## config.mk

```make
export PLATFORM = sky130hd
export DESIGN_NAME = foot_contact_probability_filter_top
export DESIGN_NICKNAME = d
export VERILOG_FILES = /design/src/fcpf_pkg.sv /design/src/fcpf_ucode_rom.sv /design/src/fcpf_sequencer.sv /design/src/fcpf_datapath.sv /design/src/foot_contact_probability_filter_top.sv
export SDC_FILE = /design/constraint.sdc
export NUM_CORES = 2
export LEC_CHECK = 0
export BUFFER_PORTS_ARGS = -buffer_cell sky130_fd_sc_hd__buf_2
export CAP_MARGIN = 10
export CORE_UTILIZATION = 25
export CTS_CLUSTER_DIAMETER = 50
export CTS_CLUSTER_SIZE = 16
export DETAILED_ROUTE_END_ITERATION = 8
export GPL_ROUTABILITY_DRIVEN = 0
export HOLD_SLACK_MARGIN = 0.05
export PLACE_DENSITY_LB_ADDON = 0.1
export RECOVER_POWER = 25
export SETUP_SLACK_MARGIN = 0.05
export SLEW_MARGIN = 20
export SYNTH_ARGS = -nofsm -noshare
export SYNTH_HDL_FRONTEND = slang
export SYNTH_SLANG_ARGS = --single-unit
export TNS_END_PERCENT = 30
```

## constraint.sdc

```tcl
create_clock -name clk -period 10.5 [get_ports clk]
set_input_delay 2.1 -clock clk [delete_from_list [all_inputs] [get_ports clk]]
set_output_delay 2.1 -clock clk [all_outputs]
set_load 0.1 [all_outputs]
```

## src/fcpf_pkg.sv

```systemverilog
// ----------------------------------------------------------------------------
// fcpf_pkg: shared definitions of the foot contact probability filter
// Widths, register indexes, reset values, the control word layout and the
// step addresses of the control program.
// ----------------------------------------------------------------------------
package fcpf_pkg;

  localparam int NUM_LEGS   = 4;
  localparam int LEG_W      = 2;
  localparam int FORCE_W    = 20;
  localparam int PROB_W     = 16;
  localparam int SQ_W       = 2 * FORCE_W;
  localparam int CFG_IDX_W  = 3;
  localparam int CFG_DATA_W = 20;
  localparam int STEP_W     = 5;
  localparam int CNT_W      = 5;

  localparam logic [CNT_W-1:0] SQRT_LAST = CNT_W'(FORCE_W - 1);
  localparam logic [CNT_W-1:0] DIV_LAST  = CNT_W'(PROB_W - 1);
  localparam logic [SQ_W-1:0]  SQRT_BIT_INIT = {2'b01, {(SQ_W - 2){1'b0}}};

  localparam logic [CFG_IDX_W-1:0] REG_FORCE_LOW_LIMIT  = 3'd0;
  localparam logic [CFG_IDX_W-1:0] REG_FORCE_HIGH_LIMIT = 3'd1;
  localparam logic [CFG_IDX_W-1:0] REG_PROB_LOW         = 3'd2;
  localparam logic [CFG_IDX_W-1:0] REG_PROB_HIGH        = 3'd3;

  localparam logic [FORCE_W-1:0] RESET_FORCE_LOW_LIMIT  = 20'd160;
  localparam logic [FORCE_W-1:0] RESET_FORCE_HIGH_LIMIT = 20'd400;
  localparam logic [PROB_W-1:0]  RESET_PROB_LOW         = 16'd655;
  localparam logic [PROB_W-1:0]  RESET_PROB_HIGH        = 16'd64881;

  typedef enum logic [4:0] {
    OP_NONE,
    OP_LOAD,
    OP_ABS,
    OP_MUL_X,
    OP_MUL_Y,
    OP_MUL_Z,
    OP_ADD_Z,
    OP_SQRT_INIT,
    OP_SQRT_ITER,
    OP_INTERP_SETUP,
    OP_MUL_D,
    OP_DIV_INIT,
    OP_DIV_ITER,
    OP_RAW_INTERP,
    OP_RAW_LOW,
    OP_RAW_HIGH,
    OP_EMIT
  } op_t;

  typedef enum logic [2:0] {
    COND_NONE,
    COND_ALWAYS,
    COND_NO_IN,
    COND_Z_POS,
    COND_LOOP_MORE,
    COND_M_LT_LO,
    COND_M_GE_HI,
    COND_OUT_BUSY
  } cond_t;

  typedef struct packed {
    op_t              op;
    cond_t            cond;
    logic [STEP_W-1:0] target;
  } ucode_t;

  typedef struct packed {
    logic no_in;
    logic z_pos;
    logic loop_more;
    logic m_lt_lo;
    logic m_ge_hi;
    logic out_busy;
  } status_t;

  localparam logic [STEP_W-1:0] STEP_IDLE      = 5'd0;
  localparam logic [STEP_W-1:0] STEP_ABS       = 5'd1;
  localparam logic [STEP_W-1:0] STEP_MUL_X     = 5'd2;
  localparam logic [STEP_W-1:0] STEP_MUL_Y     = 5'd3;
  localparam logic [STEP_W-1:0] STEP_MUL_Z     = 5'd4;
  localparam logic [STEP_W-1:0] STEP_ADD_Z     = 5'd5;
  localparam logic [STEP_W-1:0] STEP_SQRT_INIT = 5'd6;
  localparam logic [STEP_W-1:0] STEP_SQRT_ITER = 5'd7;
  localparam logic [STEP_W-1:0] STEP_CMP_LO    = 5'd8;
  localparam logic [STEP_W-1:0] STEP_CMP_HI    = 5'd9;
  localparam logic [STEP_W-1:0] STEP_SETUP     = 5'd10;
  localparam logic [STEP_W-1:0] STEP_MUL_D     = 5'd11;
  localparam logic [STEP_W-1:0] STEP_DIV_INIT  = 5'd12;
  localparam logic [STEP_W-1:0] STEP_DIV_ITER  = 5'd13;
  localparam logic [STEP_W-1:0] STEP_RAW_INT   = 5'd14;
  localparam logic [STEP_W-1:0] STEP_RAW_LOW   = 5'd15;
  localparam logic [STEP_W-1:0] STEP_RAW_HIGH  = 5'd16;
  localparam logic [STEP_W-1:0] STEP_EMIT      = 5'd17;
  localparam logic [STEP_W-1:0] STEP_RETURN    = 5'd18;

endpackage

```

## src/fcpf_ucode_rom.sv

```systemverilog
// ----------------------------------------------------------------------------
// fcpf_ucode_rom: control program of the filter
// One control word per step: a datapath operation, a jump condition and a
// jump target. Without a taken jump the sequencer moves to the next step.
// ----------------------------------------------------------------------------
module fcpf_ucode_rom (
  input  logic [fcpf_pkg::STEP_W-1:0] step,
  output fcpf_pkg::ucode_t            word
);

  always_comb begin
    unique case (step)
      fcpf_pkg::STEP_IDLE:
        word = '{fcpf_pkg::OP_LOAD, fcpf_pkg::COND_NO_IN, fcpf_pkg::STEP_IDLE};
      fcpf_pkg::STEP_ABS:
        word = '{fcpf_pkg::OP_ABS, fcpf_pkg::COND_Z_POS, fcpf_pkg::STEP_RAW_LOW};
      fcpf_pkg::STEP_MUL_X:
        word = '{fcpf_pkg::OP_MUL_X, fcpf_pkg::COND_NONE, fcpf_pkg::STEP_IDLE};
      fcpf_pkg::STEP_MUL_Y:
        word = '{fcpf_pkg::OP_MUL_Y, fcpf_pkg::COND_NONE, fcpf_pkg::STEP_IDLE};
      fcpf_pkg::STEP_MUL_Z:
        word = '{fcpf_pkg::OP_MUL_Z, fcpf_pkg::COND_NONE, fcpf_pkg::STEP_IDLE};
      fcpf_pkg::STEP_ADD_Z:
        word = '{fcpf_pkg::OP_ADD_Z, fcpf_pkg::COND_NONE, fcpf_pkg::STEP_IDLE};
      fcpf_pkg::STEP_SQRT_INIT:
        word = '{fcpf_pkg::OP_SQRT_INIT, fcpf_pkg::COND_NONE, fcpf_pkg::STEP_IDLE};
      fcpf_pkg::STEP_SQRT_ITER:
        word = '{fcpf_pkg::OP_SQRT_ITER, fcpf_pkg::COND_LOOP_MORE,
                 fcpf_pkg::STEP_SQRT_ITER};
      fcpf_pkg::STEP_CMP_LO:
        word = '{fcpf_pkg::OP_NONE, fcpf_pkg::COND_M_LT_LO, fcpf_pkg::STEP_RAW_LOW};
      fcpf_pkg::STEP_CMP_HI:
        word = '{fcpf_pkg::OP_NONE, fcpf_pkg::COND_M_GE_HI, fcpf_pkg::STEP_RAW_HIGH};
      fcpf_pkg::STEP_SETUP:
        word = '{fcpf_pkg::OP_INTERP_SETUP, fcpf_pkg::COND_NONE, fcpf_pkg::STEP_IDLE};
      fcpf_pkg::STEP_MUL_D:
        word = '{fcpf_pkg::OP_MUL_D, fcpf_pkg::COND_NONE, fcpf_pkg::STEP_IDLE};
      fcpf_pkg::STEP_DIV_INIT:
        word = '{fcpf_pkg::OP_DIV_INIT, fcpf_pkg::COND_NONE, fcpf_pkg::STEP_IDLE};
      fcpf_pkg::STEP_DIV_ITER:
        word = '{fcpf_pkg::OP_DIV_ITER, fcpf_pkg::COND_LOOP_MORE,
                 fcpf_pkg::STEP_DIV_ITER};
      fcpf_pkg::STEP_RAW_INT:
        word = '{fcpf_pkg::OP_RAW_INTERP, fcpf_pkg::COND_ALWAYS, fcpf_pkg::STEP_EMIT};
      fcpf_pkg::STEP_RAW_LOW:
        word = '{fcpf_pkg::OP_RAW_LOW, fcpf_pkg::COND_ALWAYS, fcpf_pkg::STEP_EMIT};
      fcpf_pkg::STEP_RAW_HIGH:
        word = '{fcpf_pkg::OP_RAW_HIGH, fcpf_pkg::COND_NONE, fcpf_pkg::STEP_IDLE};
      fcpf_pkg::STEP_EMIT:
        word = '{fcpf_pkg::OP_EMIT, fcpf_pkg::COND_OUT_BUSY, fcpf_pkg::STEP_EMIT};
      fcpf_pkg::STEP_RETURN:
        word = '{fcpf_pkg::OP_NONE, fcpf_pkg::COND_ALWAYS, fcpf_pkg::STEP_IDLE};
      default:
        word = '{fcpf_pkg::OP_NONE, fcpf_pkg::COND_ALWAYS, fcpf_pkg::STEP_IDLE};
    endcase
  end

endmodule

```

## src/fcpf_sequencer.sv

```systemverilog
// ----------------------------------------------------------------------------
// fcpf_sequencer: step counter of the control program
// Holds the current step, reads its control word and takes the jump when
// the selected datapath condition is true.
// ----------------------------------------------------------------------------
module fcpf_sequencer (
  input  logic               clk,
  input  logic               rst,
  input  fcpf_pkg::status_t  status,
  output fcpf_pkg::ucode_t   ctrl
);

  logic [fcpf_pkg::STEP_W-1:0] step;
  logic [fcpf_pkg::STEP_W-1:0] step_next;
  logic                        jump;

  fcpf_ucode_rom u_rom (
    .step (step),
    .word (ctrl)
  );

  always_comb begin
    unique case (ctrl.cond)
      fcpf_pkg::COND_NONE:      jump = 1'b0;
      fcpf_pkg::COND_ALWAYS:    jump = 1'b1;
      fcpf_pkg::COND_NO_IN:     jump = status.no_in;
      fcpf_pkg::COND_Z_POS:     jump = status.z_pos;
      fcpf_pkg::COND_LOOP_MORE: jump = status.loop_more;
      fcpf_pkg::COND_M_LT_LO:   jump = status.m_lt_lo;
      fcpf_pkg::COND_M_GE_HI:   jump = status.m_ge_hi;
      fcpf_pkg::COND_OUT_BUSY:  jump = status.out_busy;
      default:                  jump = 1'b1;
    endcase
    step_next = jump ? ctrl.target : step + 1'b1;
  end

  always_ff @(posedge clk) begin
    if (rst) begin
      step <= fcpf_pkg::STEP_IDLE;
    end else begin
      step <= step_next;
    end
  end

endmodule

```

## src/fcpf_datapath.sv

```systemverilog
// ----------------------------------------------------------------------------
// fcpf_datapath: arithmetic and storage of the filter
// Input capture, shared multiplier, bit-serial square root, restoring
// divider, per-leg probability store, configuration and output registers.
// ----------------------------------------------------------------------------
module fcpf_datapath (
  input  logic                                  clk,
  input  logic                                  rst,
  input  fcpf_pkg::ucode_t                      ctrl,
  output fcpf_pkg::status_t                     status,
  input  logic                                  in_valid,
  input  logic [fcpf_pkg::LEG_W-1:0]            leg,
  input  logic signed [fcpf_pkg::FORCE_W-1:0]   force_x,
  input  logic signed [fcpf_pkg::FORCE_W-1:0]   force_y,
  input  logic signed [fcpf_pkg::FORCE_W-1:0]   force_z,
  output logic                                  out_valid,
  input  logic                                  out_stall,
  output logic [fcpf_pkg::LEG_W-1:0]            leg_out,
  output logic [fcpf_pkg::PROB_W-1:0]           raw_prob,
  output logic [fcpf_pkg::PROB_W-1:0]           smoothed_prob,
  input  logic                                  cfg_write,
  input  logic [fcpf_pkg::CFG_IDX_W-1:0]        cfg_index,
  input  logic [fcpf_pkg::CFG_DATA_W-1:0]       cfg_data
);

  localparam int FW = fcpf_pkg::FORCE_W;
  localparam int PW = fcpf_pkg::PROB_W;
  localparam int SW = fcpf_pkg::SQ_W;

  logic [FW-1:0] lo_limit;
  logic [FW-1:0] hi_limit;
  logic [PW-1:0] p_low;
  logic [PW-1:0] p_high;

  logic [PW-1:0] leg_prob [fcpf_pkg::NUM_LEGS];

  logic [fcpf_pkg::LEG_W-1:0] leg_r;
  logic [FW-1:0] fx;
  logic [FW-1:0] fy;
  logic [FW-1:0] fz;
  logic [FW-1:0] ax;
  logic [FW-1:0] ay;
  logic [FW-1:0] az;
  logic [SW-1:0] prod;
  logic [SW-1:0] acc;
  logic [SW-1:0] sq_rem;
  logic [SW-1:0] sq_res;
  logic [SW-1:0] sq_bit;
  logic [fcpf_pkg::CNT_W-1:0] cnt;
  logic          down;
  logic [PW-1:0] diff;
  logic [FW-1:0] dlt;
  logic [FW-1:0] den;
  logic [FW-1:0] div_rem;
  logic [PW-1:0] quo;
  logic [PW-1:0] raw;

  logic [FW-1:0] mul_a;
  logic [FW-1:0] mul_b;
  logic [SW-1:0] mul_p;
  logic [SW:0]   sq_trial;
  logic          sq_ge;
  logic [FW:0]   div_trial;
  logic          div_ge;
  logic [FW-1:0] mag;
  logic          leg_ok;
  logic [PW:0]   sum;
  logic          emit_fire;

  assign mag       = sq_res[FW-1:0];
  assign sq_trial  = {1'b0, sq_res} + {1'b0, sq_bit};
  assign sq_ge     = {1'b0, sq_rem} >= sq_trial;
  assign div_trial = {div_rem, quo[PW-1]};
  assign div_ge    = div_trial >= {1'b0, den};
  assign leg_ok    = int'(leg_r) < fcpf_pkg::NUM_LEGS;
  assign sum       = {1'b0, raw} + {1'b0, leg_prob[leg_r]};
  assign emit_fire = (ctrl.op == fcpf_pkg::OP_EMIT) && !status.out_busy;

  always_comb begin
    status.no_in     = !in_valid;
    status.z_pos     = (fz != '0) && !fz[FW-1];
    status.loop_more = cnt != '0;
    status.m_lt_lo   = mag < lo_limit;
    status.m_ge_hi   = mag >= hi_limit;
    status.out_busy  = out_valid && out_stall;
  end

  always_comb begin
    unique case (ctrl.op)
      fcpf_pkg::OP_MUL_Y: begin
        mul_a = ay;
        mul_b = ay;
      end
      fcpf_pkg::OP_MUL_Z: begin
        mul_a = az;
        mul_b = az;
      end
      fcpf_pkg::OP_MUL_D: begin
        mul_a = FW'(diff);
        mul_b = dlt;
      end
      default: begin
        mul_a = ax;
        mul_b = ax;
      end
    endcase
    mul_p = mul_a * mul_b;
  end

  always_ff @(posedge clk) begin
    unique case (ctrl.op)
      fcpf_pkg::OP_LOAD: begin
        if (in_valid) begin
          leg_r <= leg;
          fx    <= force_x;
          fy    <= force_y;
          fz    <= force_z;
        end
      end
      fcpf_pkg::OP_ABS: begin
        ax <= fx[FW-1] ? (~fx + 1'b1) : fx;
        ay <= fy[FW-1] ? (~fy + 1'b1) : fy;
        az <= fz[FW-1] ? (~fz + 1'b1) : fz;
      end
      fcpf_pkg::OP_MUL_X: begin
        prod <= mul_p;
      end
      fcpf_pkg::OP_MUL_Y: begin
        prod <= mul_p;
        acc  <= prod;
      end
      fcpf_pkg::OP_MUL_Z: begin
        prod <= mul_p;
        acc  <= acc + prod;
      end
      fcpf_pkg::OP_ADD_Z: begin
        acc <= acc + prod;
      end
      fcpf_pkg::OP_SQRT_INIT: begin
        sq_rem <= acc;
        sq_res <= '0;
        sq_bit <= fcpf_pkg::SQRT_BIT_INIT;
        cnt    <= fcpf_pkg::SQRT_LAST;
      end
      fcpf_pkg::OP_SQRT_ITER: begin
        if (sq_ge) begin
          sq_rem <= sq_rem - sq_trial[SW-1:0];
          sq_res <= (sq_res >> 1) + sq_bit;
        end else begin
          sq_res <= sq_res >> 1;
        end
        sq_bit <= sq_bit >> 2;
        cnt    <= cnt - 1'b1;
      end
      fcpf_pkg::OP_INTERP_SETUP: begin
        down <= p_high < p_low;
        diff <= (p_high < p_low) ? (p_low - p_high) : (p_high - p_low);
        dlt  <= mag - lo_limit;
        den  <= hi_limit - lo_limit;
      end
      fcpf_pkg::OP_MUL_D: begin
        prod <= mul_p;
      end
      fcpf_pkg::OP_DIV_INIT: begin
        div_rem <= prod[PW+FW-1:PW];
        quo     <= prod[PW-1:0];
        cnt     <= fcpf_pkg::DIV_LAST;
      end
      fcpf_pkg::OP_DIV_ITER: begin
        div_rem <= div_ge ? FW'(div_trial - {1'b0, den}) : div_trial[FW-1:0];
        quo     <= {quo[PW-2:0], div_ge};
        cnt     <= cnt - 1'b1;
      end
      fcpf_pkg::OP_RAW_INTERP: begin
        raw <= down ? (p_low - quo) : (p_low + quo);
      end
      fcpf_pkg::OP_RAW_LOW: begin
        raw <= p_low;
      end
      fcpf_pkg::OP_RAW_HIGH: begin
        raw <= p_high;
      end
      fcpf_pkg::OP_EMIT: begin
        if (emit_fire) begin
          leg_out       <= leg_r;
          raw_prob      <= raw;
          smoothed_prob <= leg_ok ? sum[PW:1] : '0;
        end
      end
      default: begin
      end
    endcase
  end

  always_ff @(posedge clk) begin
    if (rst) begin
      for (int i = 0; i < fcpf_pkg::NUM_LEGS; i++) begin
        leg_prob[i] <= '0;
      end
    end else if (emit_fire && leg_ok) begin
      leg_prob[leg_r] <= sum[PW:1];
    end
  end

  always_ff @(posedge clk) begin
    if (rst) begin
      out_valid <= 1'b0;
    end else if (emit_fire) begin
      out_valid <= 1'b1;
    end else if (!out_stall) begin
      out_valid <= 1'b0;
    end
  end

  always_ff @(posedge clk) begin
    if (rst) begin
      lo_limit <= fcpf_pkg::RESET_FORCE_LOW_LIMIT;
      hi_limit <= fcpf_pkg::RESET_FORCE_HIGH_LIMIT;
      p_low    <= fcpf_pkg::RESET_PROB_LOW;
      p_high   <= fcpf_pkg::RESET_PROB_HIGH;
    end else if (cfg_write) begin
      unique case (cfg_index)
        fcpf_pkg::REG_FORCE_LOW_LIMIT:  lo_limit <= cfg_data[FW-1:0];
        fcpf_pkg::REG_FORCE_HIGH_LIMIT: hi_limit <= cfg_data[FW-1:0];
        fcpf_pkg::REG_PROB_LOW:         p_low    <= cfg_data[PW-1:0];
        fcpf_pkg::REG_PROB_HIGH:        p_high   <= cfg_data[PW-1:0];
        default: begin
        end
      endcase
    end
  end

endmodule

```

## src/foot_contact_probability_filter_top.sv

```systemverilog
// ----------------------------------------------------------------------------
// foot_contact_probability_filter_top: foot contact probability filter
// Turns one foot force sample into a raw contact probability and folds it
// into the smoothed probability of its leg.
// ----------------------------------------------------------------------------
//  channel  | handshake              | payload
//  ---------+------------------------+-------------------------------------
//  input    | in_valid / in_stall    | leg, force_x, force_y, force_z
//  output   | out_valid / out_stall  | leg_out, raw_prob, smoothed_prob
//  config   | cfg_valid / cfg_ready  | cfg_index, cfg_data
//
// One request at a time: a new sample is accepted only once the current one
// is through. An interpolated sample runs the 20 square root steps and 16
// divider steps; a sample at or above the upper limit, below the lower limit
// or with a positive vertical force skips the interpolation.
// Reset clears the leg probabilities, loads the default limits and holds the
// request channel stalled.
// A stalled result holds in the output register; the program waits there.
module foot_contact_probability_filter_top (
  input  logic                                  clk,
  input  logic                                  rst,
  input  logic                                  in_valid,
  output logic                                  in_stall,
  input  logic [fcpf_pkg::LEG_W-1:0]            leg,
  input  logic signed [fcpf_pkg::FORCE_W-1:0]   force_x,
  input  logic signed [fcpf_pkg::FORCE_W-1:0]   force_y,
  input  logic signed [fcpf_pkg::FORCE_W-1:0]   force_z,
  output logic                                  out_valid,
  input  logic                                  out_stall,
  output logic [fcpf_pkg::LEG_W-1:0]            leg_out,
  output logic [fcpf_pkg::PROB_W-1:0]           raw_prob,
  output logic [fcpf_pkg::PROB_W-1:0]           smoothed_prob,
  input  logic                                  cfg_valid,
  output logic                                  cfg_ready,
  input  logic [fcpf_pkg::CFG_IDX_W-1:0]        cfg_index,
  input  logic [fcpf_pkg::CFG_DATA_W-1:0]       cfg_data
);

  fcpf_pkg::ucode_t  ctrl;
  fcpf_pkg::status_t status;

  assign in_stall  = rst || (ctrl.op != fcpf_pkg::OP_LOAD);
  assign cfg_ready = 1'b1;

  fcpf_sequencer u_seq (
    .clk    (clk),
    .rst    (rst),
    .status (status),
    .ctrl   (ctrl)
  );

  fcpf_datapath u_dp (
    .clk           (clk),
    .rst           (rst),
    .ctrl          (ctrl),
    .status        (status),
    .in_valid      (in_valid),
    .leg           (leg),
    .force_x       (force_x),
    .force_y       (force_y),
    .force_z       (force_z),
    .out_valid     (out_valid),
    .out_stall     (out_stall),
    .leg_out       (leg_out),
    .raw_prob      (raw_prob),
    .smoothed_prob (smoothed_prob),
    .cfg_write     (cfg_valid && cfg_ready),
    .cfg_index     (cfg_index),
    .cfg_data      (cfg_data)
  );

  a_busy_after_accept: assert property (
    @(posedge clk) disable iff (rst)
    (in_valid && !in_stall) |=> in_stall
  ) else $error("input taken while a request was still in work");

  a_result_while_busy: assert property (
    @(posedge clk) disable iff (rst)
    $rose(out_valid) |-> in_stall
  ) else $error("result appeared without a request in work");

  a_result_needs_request: assert property (
    @(posedge clk) disable iff (rst)
    (!in_stall && !out_valid) |=> !out_valid
  ) else $error("result appeared while the program was idle");

endmodule
```

==> impl_summary.log <==
[metrics] total clock sinks: 607
[metrics] yosys synthesis warning count: 0
[metrics] Synth cell types: 97
[metrics] stage delay of the slowest cell on the critical path: 550 ps
[metrics] number of fill cells: 20.9k
[metrics] CTS H-Tree Depth: 3
[metrics] launch instance of the worst register-to-register path: u_seq.u_rom.word[8]
[metrics] Post-Route Setup TNS: 0 ps
[metrics] standard cell core area: 0.198 mm2
[metrics] arrival time of data at the critical path endpoint: 10250 ps
[metrics] wire length of the first global-routing pass: 266000 um
[metrics] outcome: complete, but fails checks
[metrics] normalized max-slew margin: -110%
[metrics] DRC: 0
[metrics] pin slew with the least headroom to its limit: 3150 ps
[metrics] Die Footprint: 0.201 mm2
[metrics] ratio of cells with drive above 1 in the final layout: 9.58%
[metrics] count of vias placed by the detailed router: 38.1k
[metrics] floorplan die width: 449 um
[metrics] Critical-path top delay cell: dfxtp_1
[metrics] initial drt markers: 2717
[metrics] via density per instance: 4.72
[metrics] Total Nets Final: 6174
[metrics] fin crit period: 9770 ps
[metrics] Min-Delay Path Class: register to register
[metrics] pin count of the biggest net entering global routing: 74
[metrics] RSZ-0062 raised after global routing: false
[metrics] maximum clock insertion buffer count: 3
[metrics] vias in the first global route: 38.5k
[metrics] initial core utilization: 25.2%
[metrics] final critical-path share of the clock period: 93.0%
[metrics] number of antenna violations at the first check in global routing: 7
[metrics] number of I/O pins: 127
[metrics] Seq/Total Area, Yosys: 34.6%
[metrics] WS Path Type: register to register
[metrics] crit path capture type: register
[metrics] die span in y: 449 um
[metrics] Synth Instances: 5179
[metrics] Routed Wire Length: 182000 um
[metrics] clock tree from TritonCTS: yes
[metrics] #FFs+latches synth: 607
[metrics] most common flop cell mapped by yosys: edfxtp_1
[metrics] endpoint required time on the critical path: 10990 ps
[metrics] clock buffer count from CTS: 111
[metrics] number of flops mapped to enable cells by yosys: 514
[metrics] detailed-placement wirelength estimate: 145000 um
[metrics] final-report max-slew violation count: 194
[metrics] most common cell type on the critical path: fa_1
[metrics] critical path launch point: u_seq.u_rom.word[8]
[metrics] clock latency of the later-clocked register in the worst-skew pair: 780 ps
[metrics] worst-path fanout max: 22
[metrics] # diodes: 0
[metrics] per-instance average area after synthesis: 9.64 um2
[metrics] number of port buffers: 125
[metrics] async set-or-reset flop fraction in the synthesized netlist: 0%
[metrics] Clock Pin Slew Worst Setup and Hold Paths: 60 ps
[metrics] final hold violation count: 0
[metrics] most frequent cells in the layout: nand2_1 (638), inv_1 (561), edfxtp_1 (514)
[metrics] Antenna Nets Post-Route: 0
[metrics] clock tree root driver cell: clkbuf_16
[metrics] Post-Synthesis Net Count: 6022
[metrics] failing checks: capacitance limit, slew limit
[metrics] area growth from synthesis to layout: 16.0%
[metrics] global-route usage over all layers: 17.8%
[metrics] Cell Area, Synth: 0.0499 mm2
[metrics] hold buffer count at CTS: 0
[metrics] routed length per instance: 22.5 um
[metrics] timing-limited maximum frequency: 102 MHz
[metrics] GRT overflow: 0
[metrics] Worst Skew: 56.0 ps
[metrics] drt first pass iters: 5
[metrics] Min-Delay Startpoint: u_dp.lo_limit[14]
[metrics] count of standard-cell rows: 163
[metrics] final count of negative-setup-slack endpoints: 0
[metrics] startpoint kind of the worst setup timing path: register
[metrics] most common library cell in the layout ignoring fill and taps: nand2_1
[metrics] maximum capacitance violations: 6
[kinds of logic after synthesis]
kind of cell / after synthesis / synth area share (%)
AND/OR/NAND/NOR: 1560 / 14.0
AO/OA/AOI/OAI: 1116 / 14.3
adder cells (fa/ha/maj): 753 / 23.8
buffers and inverters: 753 / 5.71
flip-flops: 607 / 34.6
XOR/XNOR: 322 / 5.65
multiplexers: 67 / 1.81
other: 1 / 0.00751
[layout make-up]
cell class / instances / area, um2 / share of cell area, %
repair buffers: 226 / 1340 / 2.32
clock inverters: 91 / 1180 / 2.03
well taps: 2640 / 3300 / 5.70
flip-flops and latches: 607 / 17300 / 29.9
clock buffers: 118 / 2800 / 4.84
inverters: 566 / 2130 / 3.67
multi-input cells: 3819 / 29900 / 51.6
[worst max-delay path, delay by kind of cell (launching register included)]
kind | cells | cell delay [ps]
xor+xnor | 1 | 80
compound gates | 11 | 3150
fa+ha+maj | 8 | 3810
buf+inv | 6 | 650
flops | 1 | 550
simple gates | 6 | 1260
[flip-flops by register name (all words and copies together), names as in the netlist, 40 cells and up, named ones only]
register / count
u_dp.acc: 40
u_dp.leg_prob: 64
u_dp.prod: 40
u_dp.sq_res: 40
u_dp.sq_rem: 40
[metal layers]
metal / vias to the layer above / wire [um] / track usage [%] / share of wire (%)
met5: - / 0 / 0 / 0
met4: 0 / 6310 / 5.80 / 3.5
met3: 228 / 7580 / 2.43 / 4.2
met2: 868 / 81000 / 28.0 / 45
met1: 18800 / 87000 / 25.0 / 48
li1: 18300 / - / - / -
[path summary, 6_finish.rpt]
check,cells past startpoint,slack (ps),endpoint
max reg2reg,32,730,u_dp.prod[38]
min reg2reg,2,450,u_dp.lo_limit[14]
min,2,450,u_dp.lo_limit[14]
max,32,730,u_dp.prod[38]
[synth_stat cells, types with 17 or more instances]
master    number  area, um2
a211oi_1      38        285
o21bai_1      42        315
o21a_1        31        233
o211ai_1      38        285
a21boi_0      17        128
o21ai_0      274       1370
xnor2_1      215       1880
clkbuf_1     167        627
a21oi_1      285       1430
and3_1        41        257
dfxtp_1       93       1860
or2_2         25        156
a221o_1       21        210
nor3_1        47        235
edfxtp_1     514      15400
nand2b_1      61        382
nand3_1       71        355
mux2_2        18        203
mux2i_1       32        320
nand2_1      639       2400
inv_1        563       2110
a21o_1       134       1010
nand4_1       30        188
nor2_1       452       1700
ha_1         424       5310
and2_1        21        131
a31oi_1       47        294
xor2_1       107        937
nor2b_1       58        363
fa_1         329       6590
or3_1         40        250
o31ai_1       35        263
[stage by stage]
step                util, %  std cells  setup WS, ps  cell area (um2)  hold slack [ps]
floorplan                 -       5179          1540            49900              433
global placement       27.3       7858           419            54000              442
detailed placement     27.3       7858           417            54000              447
CTS                    29.3       8067           379            58000              454
global route           29.3       8067          76.8            57900              468
finish                 29.3       8067           732            57900              452
[repair_timing]
action,CTS,global route
setup endpoints to repair,0,3
buffers inserted,0,0
resized for setup,0,3
endpoints found under the hold margin,0,0
Power is not shown: default switching activity piles up to over one toggle a cycle in this logic, so the estimate is an artifact.
